`config.mk`:
```
export PLATFORM = sky130hd
export DESIGN_NAME = mma_ctrl
export DESIGN_NICKNAME = d
export VERILOG_FILES = /design/src/sv/mma_pkg.sv /design/src/sv/mma_ctrl.sv
export SDC_FILE = /design/constraint.sdc
export NUM_CORES = 1
export LEC_CHECK = 0
export ABC_AREA = 1
export BUFFER_PORTS_ARGS = -buffer_cell sky130_fd_sc_hd__buf_2
export CAP_MARGIN = 20
export CORE_ASPECT_RATIO = 1.5
export CORE_MARGIN = 2
export CORE_UTILIZATION = 40
export CTS_BUF_LIST = sky130_fd_sc_hd__clkbuf_2 sky130_fd_sc_hd__clkbuf_4 sky130_fd_sc_hd__clkbuf_8
export DETAILED_ROUTE_END_ITERATION = 7
export GPL_ROUTABILITY_DRIVEN = 0
export GPL_TIMING_DRIVEN = 0
export HOLD_SLACK_MARGIN = 0.1
export MAX_ROUTING_LAYER = met4
export PLACE_DENSITY = 0.59
export RECOVER_POWER = 100
export SLEW_MARGIN = 15
export SYNTH_ARGS = -nofsm -noshare
export SYNTH_HDL_FRONTEND = slang
export SYNTH_SLANG_ARGS = --single-unit
export TNS_END_PERCENT = 20
```
`constraint.sdc`:
```
create_clock -name clk -period 4.3 [get_ports clk]
set_clock_uncertainty 0.05 [all_clocks]
set_input_delay 0 -clock clk [delete_from_list [all_inputs] [get_ports clk]]
set_output_delay 0 -clock clk [all_outputs]
set_load 0.01 [all_outputs]
```
`src/sv/mma_pkg.sv`:
```
// Shared types and constants of the matrix multiply-accumulate unit.
package mma_pkg;

	localparam int CMD_W     = 3;
	localparam int INDEX_W   = 8;
	localparam int VALUE_W   = 48;
	localparam int DIM_W     = 5;
	localparam int CFG_IDX_W = 2;

	localparam logic [CMD_W-1:0] CMD_WR_A    = 3'd0;
	localparam logic [CMD_W-1:0] CMD_WR_B    = 3'd1;
	localparam logic [CMD_W-1:0] CMD_WR_C    = 3'd2;
	localparam logic [CMD_W-1:0] CMD_COMPUTE = 3'd3;
	localparam logic [CMD_W-1:0] CMD_RD_C    = 3'd4;

	localparam logic [CFG_IDX_W-1:0] REG_ROWS_M  = 2'd0;
	localparam logic [CFG_IDX_W-1:0] REG_COLS_N  = 2'd1;
	localparam logic [CFG_IDX_W-1:0] REG_INNER_K = 2'd2;

	// Commands from the controller to the datapath
	typedef struct packed {
		logic wr_a;       // host write of A, gated by index range in the datapath
		logic wr_b;
		logic wr_c;
		logic rd_c;       // host read of C
		logic mac_rd;     // read A, B and C operands
		logic mac_mul;    // register the product
		logic mac_wr;     // saturating add, write C back
		logic load_rd;    // load output register with read data
		logic load_done;  // load output register with a done result
	} dp_cmd_t;

endpackage

```
`src/sv/mma_ctrl.sv`:
```
// Controller of the matrix multiply-accumulate unit: config, sequencing, address counters.
module mma_ctrl #(
	parameter int MAX_DIM = 16,
	parameter int AW      = 8
) (
	input  logic                           clk,
	input  logic                           arst_n,
	input  logic                           cfg_we,
	input  logic [mma_pkg::CFG_IDX_W-1:0]  cfg_index,
	input  logic [mma_pkg::DIM_W-1:0]      cfg_data,
	input  logic                           s_tvalid,
	output logic                           s_tready,
	input  logic [mma_pkg::CMD_W-1:0]      cmd,
	input  logic                           m_tready,
	output logic                           m_tvalid,
	output mma_pkg::dp_cmd_t               dp_cmd,
	output logic [AW-1:0]                  a_addr,
	output logic [AW-1:0]                  b_addr,
	output logic [AW-1:0]                  c_addr
);
	import mma_pkg::*;

	localparam int DIM_RST = (MAX_DIM < 16) ? MAX_DIM : 16;

	typedef enum logic [5:0] {
		ST_IDLE   = 6'b000001,
		ST_RD     = 6'b000010,
		ST_MAC_RD = 6'b000100,
		ST_MUL    = 6'b001000,
		ST_MAC_WR = 6'b010000,
		ST_DONE   = 6'b100000
	} state_t;

	state_t state_q, state_d;

	logic [DIM_W-1:0] rows_m_q, cols_n_q, inner_k_q;
	logic [DIM_W-1:0] cfg_sat;
	logic [DIM_W-1:0] i_q, p_q, j_q;
	logic [AW-1:0]    a_addr_q, b_addr_q, c_addr_q, c_base_q;
	logic             out_valid_q;
	logic             accept, out_free, start;
	logic             i_end, p_end, j_end, dim_zero;

	assign cfg_sat = (32'(cfg_data) > MAX_DIM) ? DIM_W'(MAX_DIM) : cfg_data;

	always_ff @(posedge clk or negedge arst_n) begin
		if (!arst_n) begin
			rows_m_q  <= DIM_W'(DIM_RST);
			cols_n_q  <= DIM_W'(DIM_RST);
			inner_k_q <= DIM_W'(DIM_RST);
		end else if (cfg_we) begin
			case (cfg_index)
				REG_ROWS_M:  rows_m_q  <= cfg_sat;
				REG_COLS_N:  cols_n_q  <= cfg_sat;
				REG_INNER_K: inner_k_q <= cfg_sat;
				default: ;
			endcase
		end
	end

	assign s_tready = (state_q == ST_IDLE);
	assign accept   = s_tvalid && s_tready;
	assign out_free = !out_valid_q || m_tready;
	assign m_tvalid = out_valid_q;

	assign dim_zero = (rows_m_q == '0) || (cols_n_q == '0) || (inner_k_q == '0);
	assign i_end    = (i_q == rows_m_q - DIM_W'(1));
	assign p_end    = (p_q == inner_k_q - DIM_W'(1));
	assign j_end    = (j_q == cols_n_q - DIM_W'(1));

	always_comb begin
		state_d = state_q;
		dp_cmd  = '0;
		start   = 1'b0;
		case (state_q)
			ST_IDLE: begin
				if (accept) begin
					case (cmd)
						CMD_WR_A: dp_cmd.wr_a = 1'b1;
						CMD_WR_B: dp_cmd.wr_b = 1'b1;
						CMD_WR_C: dp_cmd.wr_c = 1'b1;
						CMD_COMPUTE: begin
							start   = 1'b1;
							state_d = dim_zero ? ST_DONE : ST_MAC_RD;
						end
						CMD_RD_C: begin
							dp_cmd.rd_c = 1'b1;
							state_d     = ST_RD;
						end
						default: ;
					endcase
				end
			end
			ST_RD: begin
				if (out_free) begin
					dp_cmd.load_rd = 1'b1;
					state_d        = ST_IDLE;
				end
			end
			ST_MAC_RD: begin
				dp_cmd.mac_rd = 1'b1;
				state_d       = ST_MUL;
			end
			ST_MUL: begin
				dp_cmd.mac_mul = 1'b1;
				state_d        = ST_MAC_WR;
			end
			ST_MAC_WR: begin
				dp_cmd.mac_wr = 1'b1;
				state_d       = (i_end && p_end && j_end) ? ST_DONE : ST_MAC_RD;
			end
			ST_DONE: begin
				if (out_free) begin
					dp_cmd.load_done = 1'b1;
					state_d          = ST_IDLE;
				end
			end
			default: state_d = ST_IDLE;
		endcase
	end

	always_ff @(posedge clk or negedge arst_n) begin
		if (!arst_n) begin
			state_q     <= ST_IDLE;
			out_valid_q <= 1'b0;
		end else begin
			state_q <= state_d;
			if (dp_cmd.load_rd || dp_cmd.load_done)
				out_valid_q <= 1'b1;
			else if (m_tready)
				out_valid_q <= 1'b0;
		end
	end

	// Loop order j, p, i; addresses run as counters instead of index products.
	always_ff @(posedge clk or negedge arst_n) begin
		if (!arst_n) begin
			i_q      <= '0;
			p_q      <= '0;
			j_q      <= '0;
			a_addr_q <= '0;
			b_addr_q <= '0;
			c_addr_q <= '0;
			c_base_q <= '0;
		end else if (start) begin
			i_q      <= '0;
			p_q      <= '0;
			j_q      <= '0;
			a_addr_q <= '0;
			b_addr_q <= '0;
			c_addr_q <= '0;
			c_base_q <= '0;
		end else if (dp_cmd.mac_wr) begin
			if (!i_end) begin
				i_q      <= i_q + DIM_W'(1);
				a_addr_q <= a_addr_q + AW'(1);
				c_addr_q <= c_addr_q + AW'(1);
			end else begin
				i_q      <= '0;
				b_addr_q <= b_addr_q + AW'(1);
				if (!p_end) begin
					p_q      <= p_q + DIM_W'(1);
					a_addr_q <= a_addr_q + AW'(1);
					c_addr_q <= c_base_q;
				end else begin
					// next column of C
					p_q      <= '0;
					j_q      <= j_q + DIM_W'(1);
					a_addr_q <= '0;
					c_addr_q <= c_addr_q + AW'(1);
					c_base_q <= c_addr_q + AW'(1);
				end
			end
		end
	end

	assign a_addr = a_addr_q;
	assign b_addr = b_addr_q;
	assign c_addr = c_addr_q;

endmodule

```
## Word level (Yosys, flattened, before mapping)

Cells that the tools add are included.

| storage, ports and cells | value |
|---|---|
| register bits after elaboration | 69 |
| latch bits | 0 |
| bits in writable memories | 0 |
| ROM bits | 0 |
| input bits | 15 |
| output and inout port bits | 35 |
| logic and storage cells | 113 |
| memories | 0 |

| cells by class | value |
|---|---|
| add/sub/neg operators | 9 |
| multiply operators | 0 |
| div/mod/pow operators | 0 |
| magnitude comparators | 1 |
| equality and inequality tests | 18 |
| shifts and indexed selects | 0 |
| multiplexer cells | 49 |
| bitwise logic cells | 0 |
| reductions and logical operators | 24 |

Operators with widths:

| operator | number |
|---|---|
| $mux 8 | 14 |
| $mux 5 | 12 |
| $pmux 6 s5 | 1 |
| $add 8x1->8 const B | 3 |
| $mux 6 | 4 |
| $add 5x1->5 const B | 3 |
| $eq 5x5->1 | 3 |
| $logic_not 5->1 | 3 |
| $mux 1 | 15 |
| $sub 5x1->5 const B | 3 |
| $pmux 6 s2 | 1 |
| $mux 4 | 2 |
| $reduce_and 2->1 | 4 |
| $reduce_bool 2->1 | 4 |
| $eq 3x2->1 const B | 2 |
| $eq 6x1->1 const B | 1 |
| $eq 6x2->1 const B | 1 |
| $eq 6x3->1 const B | 1 |
| $eq 6x4->1 const B | 1 |
| $eq 6x5->1 const B | 1 |
| $eq 6x6->1 const B | 1 |
| $reduce_and 3->1 | 2 |
| $gt 5x5->1 const B | 1 |
| $logic_or 1x1->1 | 4 |
| 11 further kinds | 14 |

## Logic depth before layout (Yosys ltp)

| depth | value |
|---|---|
| depth after elaboration | 7 |
| gate-level depth with buffers | 14 |
| gate-level depth less buffers | 14 |

## Least setup slack after synthesis

OpenSTA, ideal clock, no wires.

| timing path | value |
|---|---|
| kind | reg2reg |
| start point | register inner_k_q[0] |
| end point | register a_addr_q[3] (netlist: a_addr[3]) |
| data arrival time | 1.652 ns |
| slack | 2.483 ns |
| cell stages (with the launch flop) | 12 |
| buffers on the path | 1 |
| clock period less this slack | 1.817 ns |
| path through | dfrtp_1 -> inv_1 -> ha_1 -> nand2_1 -> nand4_1 -> nor2_4 -> nand3_2 -> nand2_2 -> nand3_4 -> buf_6 -> nand3b_1 -> inv_1 |

| between the ends | value |
|---|---|
| longest elaborated chain between the ends | 6 |

RTL lines:

| what | line | RTL |
|---|---|---|
| start: declaration | mma_ctrl.sv:36 | `logic [DIM_W-1:0] rows_m_q, cols_n_q, inner_k_q;` |
| start signal: assignment | mma_ctrl.sv:50 | `inner_k_q <= DIM_W'(DIM_RST);` |
| start signal: assignment | mma_ctrl.sv:55 | `REG_INNER_K: inner_k_q <= cfg_sat;` |
| $sub 5x1->5 | mma_ctrl.sv:68 | `assign p_end = (p_q == inner_k_q - DIM_W'(1));` |
| $eq 5x5->1 | mma_ctrl.sv:68 |  |
| $mux 8 | mma_ctrl.sv:161 | `if (!p_end) begin` |
| $mux 8 | mma_ctrl.sv:154 | `if (!i_end) begin` |
| $mux 8 | mma_ctrl.sv:153 | `end else if (dp_cmd.mac_wr) begin` |
| $mux 8 | mma_ctrl.sv:145 | `end else if (start) begin` |
| end signal: assignment | mma_ctrl.sv:156 | `a_addr_q <= a_addr_q + AW'(1);` |
| end signal: assignment | mma_ctrl.sv:163 | `a_addr_q <= a_addr_q + AW'(1);` |
| end: declaration | mma_ctrl.sv:39 | `logic [AW-1:0] a_addr_q, b_addr_q, c_addr_q, c_base_q;` |

Every way passes these cells. The select of a mux whose other input is x is not followed.
A chain may end at the register's enable or synchronous reset.

## Worst setup path in the final report

| timing path | value |
|---|---|
| start point | register state_q[5] |
| end point | register a_addr_q[2] (netlist: a_addr[2]) |

| between the ends | value |
|---|---|
| longest elaborated chain between the ends | 5 |

RTL lines:

| what | line | RTL |
|---|---|---|
| start: declaration | mma_ctrl.sv:34 | `state_t state_q, state_d;` |
| start signal: assignment | mma_ctrl.sv:127 | `state_q <= state_d;` |
| $eq 6x1->1 | mma_ctrl.sv:61, mma_ctrl.sv:75 |  |
| $logic_and 1x1->1 | mma_ctrl.sv:62 | `assign accept = s_tvalid && s_tready;` |
| $mux 1 | mma_ctrl.sv:77 | `if (accept) begin` |
| $mux 1 | mma_ctrl.sv:75 | `case (state_q)` |
| $mux 8 or $reduce_bool 2->1 (tied branches) | n/a |  |

Several ways; a longest one is shown, not always the timed one.

==> summary.txt <==
Yosys
  • Gate count after technology mapping: 578
  • Cell taking the most area after synthesis: dfrtp_1
  • Yosys reg bits: 69
  • Syn Std Cell Area: 0.00430 mm2
  • Synthesized Nets: 602
  • Synth Warn #: 0
  • Main area contributors after synthesis: dfrtp_1 (38%), nand2_1 (16%), inv_1 (7.1%), nand3_1 (6.6%), nor2_1 (3.6%)
  • Register area share after synthesis: 40.3%
  • Fraction of post-synthesis cell area in the top cell type by area: 37.8%
  • Post-synthesis cell type count: 40
  • Mean cell area of the mapped netlist: 7.44 um2

Timing
  • Final Hold Viols: 0
  • Max-slew violation count: 49
  • Actual transition at the worst max-transition pin: 2.66 ns
  • Total Negative Setup Slacks: 0 ns
  • Worst slew margin relative to its limit: -77.1%
  • Final setup viols: 0
  • Ratio of final minimum period to clock period: 70.3%
  • Smallest hold slack: 0.153 ns
  • Worst setup slack after layout: 1.28 ns
  • RSZ-0062 raised after global routing: false
  • Final critical delay including setup and external delays: 3.02 ns
  • Highest clock rate: 0.331 GHz

Critical path
  • Worst setup endpoint: a_addr[2]$_DFFE_PN0P_
  • Category of the worst setup path launch point: register
  • Required time at the endpoint of the critical path: 4.51 ns
  • Worst-case register-to-register setup slack: 1.28 ns
  • Peak per-stage delay on the critical path: 0.49 ns
  • Startpoint of the worst register-to-register path: state_q[5]$_DFFE_PN0P_
  • Buffering stage count on the worst path with inverters included: 3
  • Crit path capture type: register
  • Top cell family by delay on the critical path: simple AND/OR/NAND/NOR gates
  • Cell Chain, Critical Path: nor2_1 -> nand3_1 -> nor2_1 -> nand2_1 -> nand2_8 -> clkbuf_1 -> clkbuf_1 -> nand3_1 -> nand3b_1 -> inv_1
  • Endpoint arrival time on the critical path: 3.23 ns
  • Number of cells on the critical path: 10
  • Kind of critical path: reg2reg
  • Reg-to-reg endpoint: a_addr[2]$_DFFE_PN0P_
  • Critical path's slowest cell: clkbuf_1
  • Worst reg2reg path depth: 10
  • Biggest fanout along the worst timing path: 10
  • Critical path origin: state_q[5]$_DFFE_PN0P_

Final layout
  • Area of the multi-input gates: 0.00205 mm2
  • Util after Layout: 46.9%
  • Diodes inserted: 0
  • Nets@finish: 684
  • Sequential cell area: 0.00173 mm2
  • Growth of design area from synthesis to finish: 15.0%
  • Fraction of final layout cells with drive strength greater than 1: 8.27%
  • Filler instances: 1109

Die
  • Die Area: 0.0116 mm2
  • Count of standard-cell rows: 46
  • Core region area: 0.0105 mm2
  • Die Span X: 88.7 um
  • Initial Util: 40.8%
  • Y dimension of the die: 131 um
  • I/O pin total: 50

Pwr
  • Power density cells: 485 mW/mm2
  • Leakage: 0.00250 uW
  • Total design power: 2400 uW
  • Worst voltage drop across the vdd grid: 0.000227 V

Placed design
  • Post-DP HPWL: 7580 um
  • Number of buffer cells added on primary ports: 49
  • Worst Setup Slack post-DPL: 2.18 ns

Clocking
  • Gates resized, CTS repair: 0
  • Clock sink total: 69
  • Clock tree from TritonCTS: built
  • Later-pin clock latency in the skew report: 0.36 ns
  • Maximum number of buffers from clock root to sink: 2
  • Post-CTS setup repair buffer count: 0
  • Clock buffer count from CTS: 9
  • Clock-pin slew of the registers on the worst-case setup and hold paths: 0.08 ns
  • Post-CTS Hold Fix Bufs: 21
  • Clock tree root buffer cell: clkbuf_8
  • H-tree level count: 3

GRT
  • Residual overflow from global routing: 0
  • Global-route wire length before repair: 17000 um
  • Maximum number of pins on one net before global-route repair: 49
  • Total routing usage reported by global routing: 19.4%
  • Antenna violations before repair: 0
  • Vias in the first global route: 3697

Route
  • Detailed-route wire length per cell: 12.8 um
  • Final wirelength: 10400 um
  • Antenna violation net count after detailed routing: 0
  • Detailed Route Iter0 Violations: 141
  • Final routed DRC violation total: 0
  • Drt first pass iters: 4
  • Total via count in the routed design: 3883
  • Via-per-instance ratio: 4.80

Run status
  • Outcome: complete, but fails checks
  • Violated checks: max-capacitance violations, max-slew violations

Job
  • Number of max-cap violations: 1

Min path
  • Type of the worst min-delay path: in2reg
[power by group]
part | switching, uW | leakage [uW] | total, uW | internal (uW)
registers | 174 | 0.000842 | 985 | 811
logic | 518 | 0.00156 | 853 | 335
clock network | 269 | 0.0000994 | 560 | 291
[worst min path at each step]
stage | startpoint | endpoint | slack, ns | cells after the start
global route | cmd[1] | state_q[2]$_DFFE_PN0P_ | 0.19 | 5
global placement | cmd[2] | dp_cmd[6] | 0.21 | 3
finish | cmd[1] | state_q[5]$_DFFE_PN0P_ | 0.15 | 7
detailed placement | arst_n | p_q[1]$_DFFE_PN0P_ | -0.13 | 1
CTS | arst_n | cols_n_q[4]$_DFFE_PN1P_ | 0.13 | 2
floorplan | arst_n | a_addr[0]$_DFFE_PN0P_ | -0.35 | 0
[stage by stage]
step	cell area (um2)	instances
floorplan	4300	578
finish	4940	809
global route	4940	809
global placement	4730	771
CTS	5170	809
detailed placement	4760	772
[worst reg2reg max path: stages, from the launching register on]
cell	delay [ns]
dfrtp_1	0.41
nor2_1	0.25
nand3_1	0.20
nor2_1	0.22
nand2_1	0.39
nand2_8	0.17
clkbuf_1	0.43
clkbuf_1	0.50
nand3_1	0.15
nand3b_1	0.12
inv_1	0.05
[registers in the layout, indices dropped and copies added (netlist names)]
name,flops
c_addr,8
c_base_q,8
j_q,5
p_q,5
b_addr,8
i_q,5
inner_k_q,5
state_q,6
m_tvalid,1
a_addr,8
cols_n_q,5
rows_m_q,5
[layout by cell type (no fill, tap or decap), types with 13 or more instances in the layout]
cell type,netlist,final
xor2_1,16,16
dfrtp_1,65,65
clkbuf_1,2,44
nand2_1,179,185
buf_2,2,15
nor2_1,41,46
nor3_1,12,13
inv_1,81,83
o21ai_0,21,24
nand3_1,57,59
dlygate4sd3_1,0,21
[layer usage]
| metal | global-route usage, % | share of wire, % |
|---|---|---|
| met2 | 34.1 | 53 |
| met4 | 6.51 | 2.0 |
| met3 | 3.89 | 2.5 |
| met1 | 21.8 | 43 |
| met5 | - | 0 |
[logic make-up (layout without fill, tap and decap cells)]
| group | Yosys count | count (layout) | synth area share, % |
|---|---|---|---|
| compound gates | 48 | 48 | 6.14 |
| xor+xnor | 20 | 20 | 4.07 |
| fa+ha+maj | 9 | 9 | 2.62 |
| buf+inv | 96 | 183 | 9.40 |
| flops | 69 | 69 | 40.3 |
| mux | 1 | 1 | 0.233 |
| simple gates | 335 | 335 | 37.3 |
[synth_stat cells]
library cell,n
a21oi_1,11
a21oi_2,2
buf_2,2
buf_6,4
buf_8,1
clkbuf_1,2
clkinv_1,1
dfrtp_1,65
dfstp_2,4
ha_1,9
inv_1,81
inv_2,5
mux2i_1,1
nand2_1,179
nand2_2,6
nand2_4,1
nand2_8,2
nand3_1,57
nand3_2,2
nand3_4,2
nand3b_1,8
nand3b_4,1
nand4_1,9
nor2_1,41
nor2_2,2
nor2_4,6
nor2_8,1
nor3_1,12
nor3_2,2
nor3b_2,1
nor4_1,1
o211ai_1,1
o21ai_0,21
o21ai_1,8
o21ai_2,2
o21bai_1,2
o22ai_1,1
or2_2,2
xnor2_1,4
xor2_1,16
[final cells by class]
type / count / share of cell area (%)
buffer: 9 / 0.683
clock buffer: 11 / 2.94
clock inverter: 5 / 1.19
inverter: 87 / 6.61
multi-input combinational: 413 / 41.5
sequential: 69 / 35.0
tap: 144 / 3.64
timing repair buffer: 71 / 8.43
No activity file was read; power rests on OpenSTA's default activity.
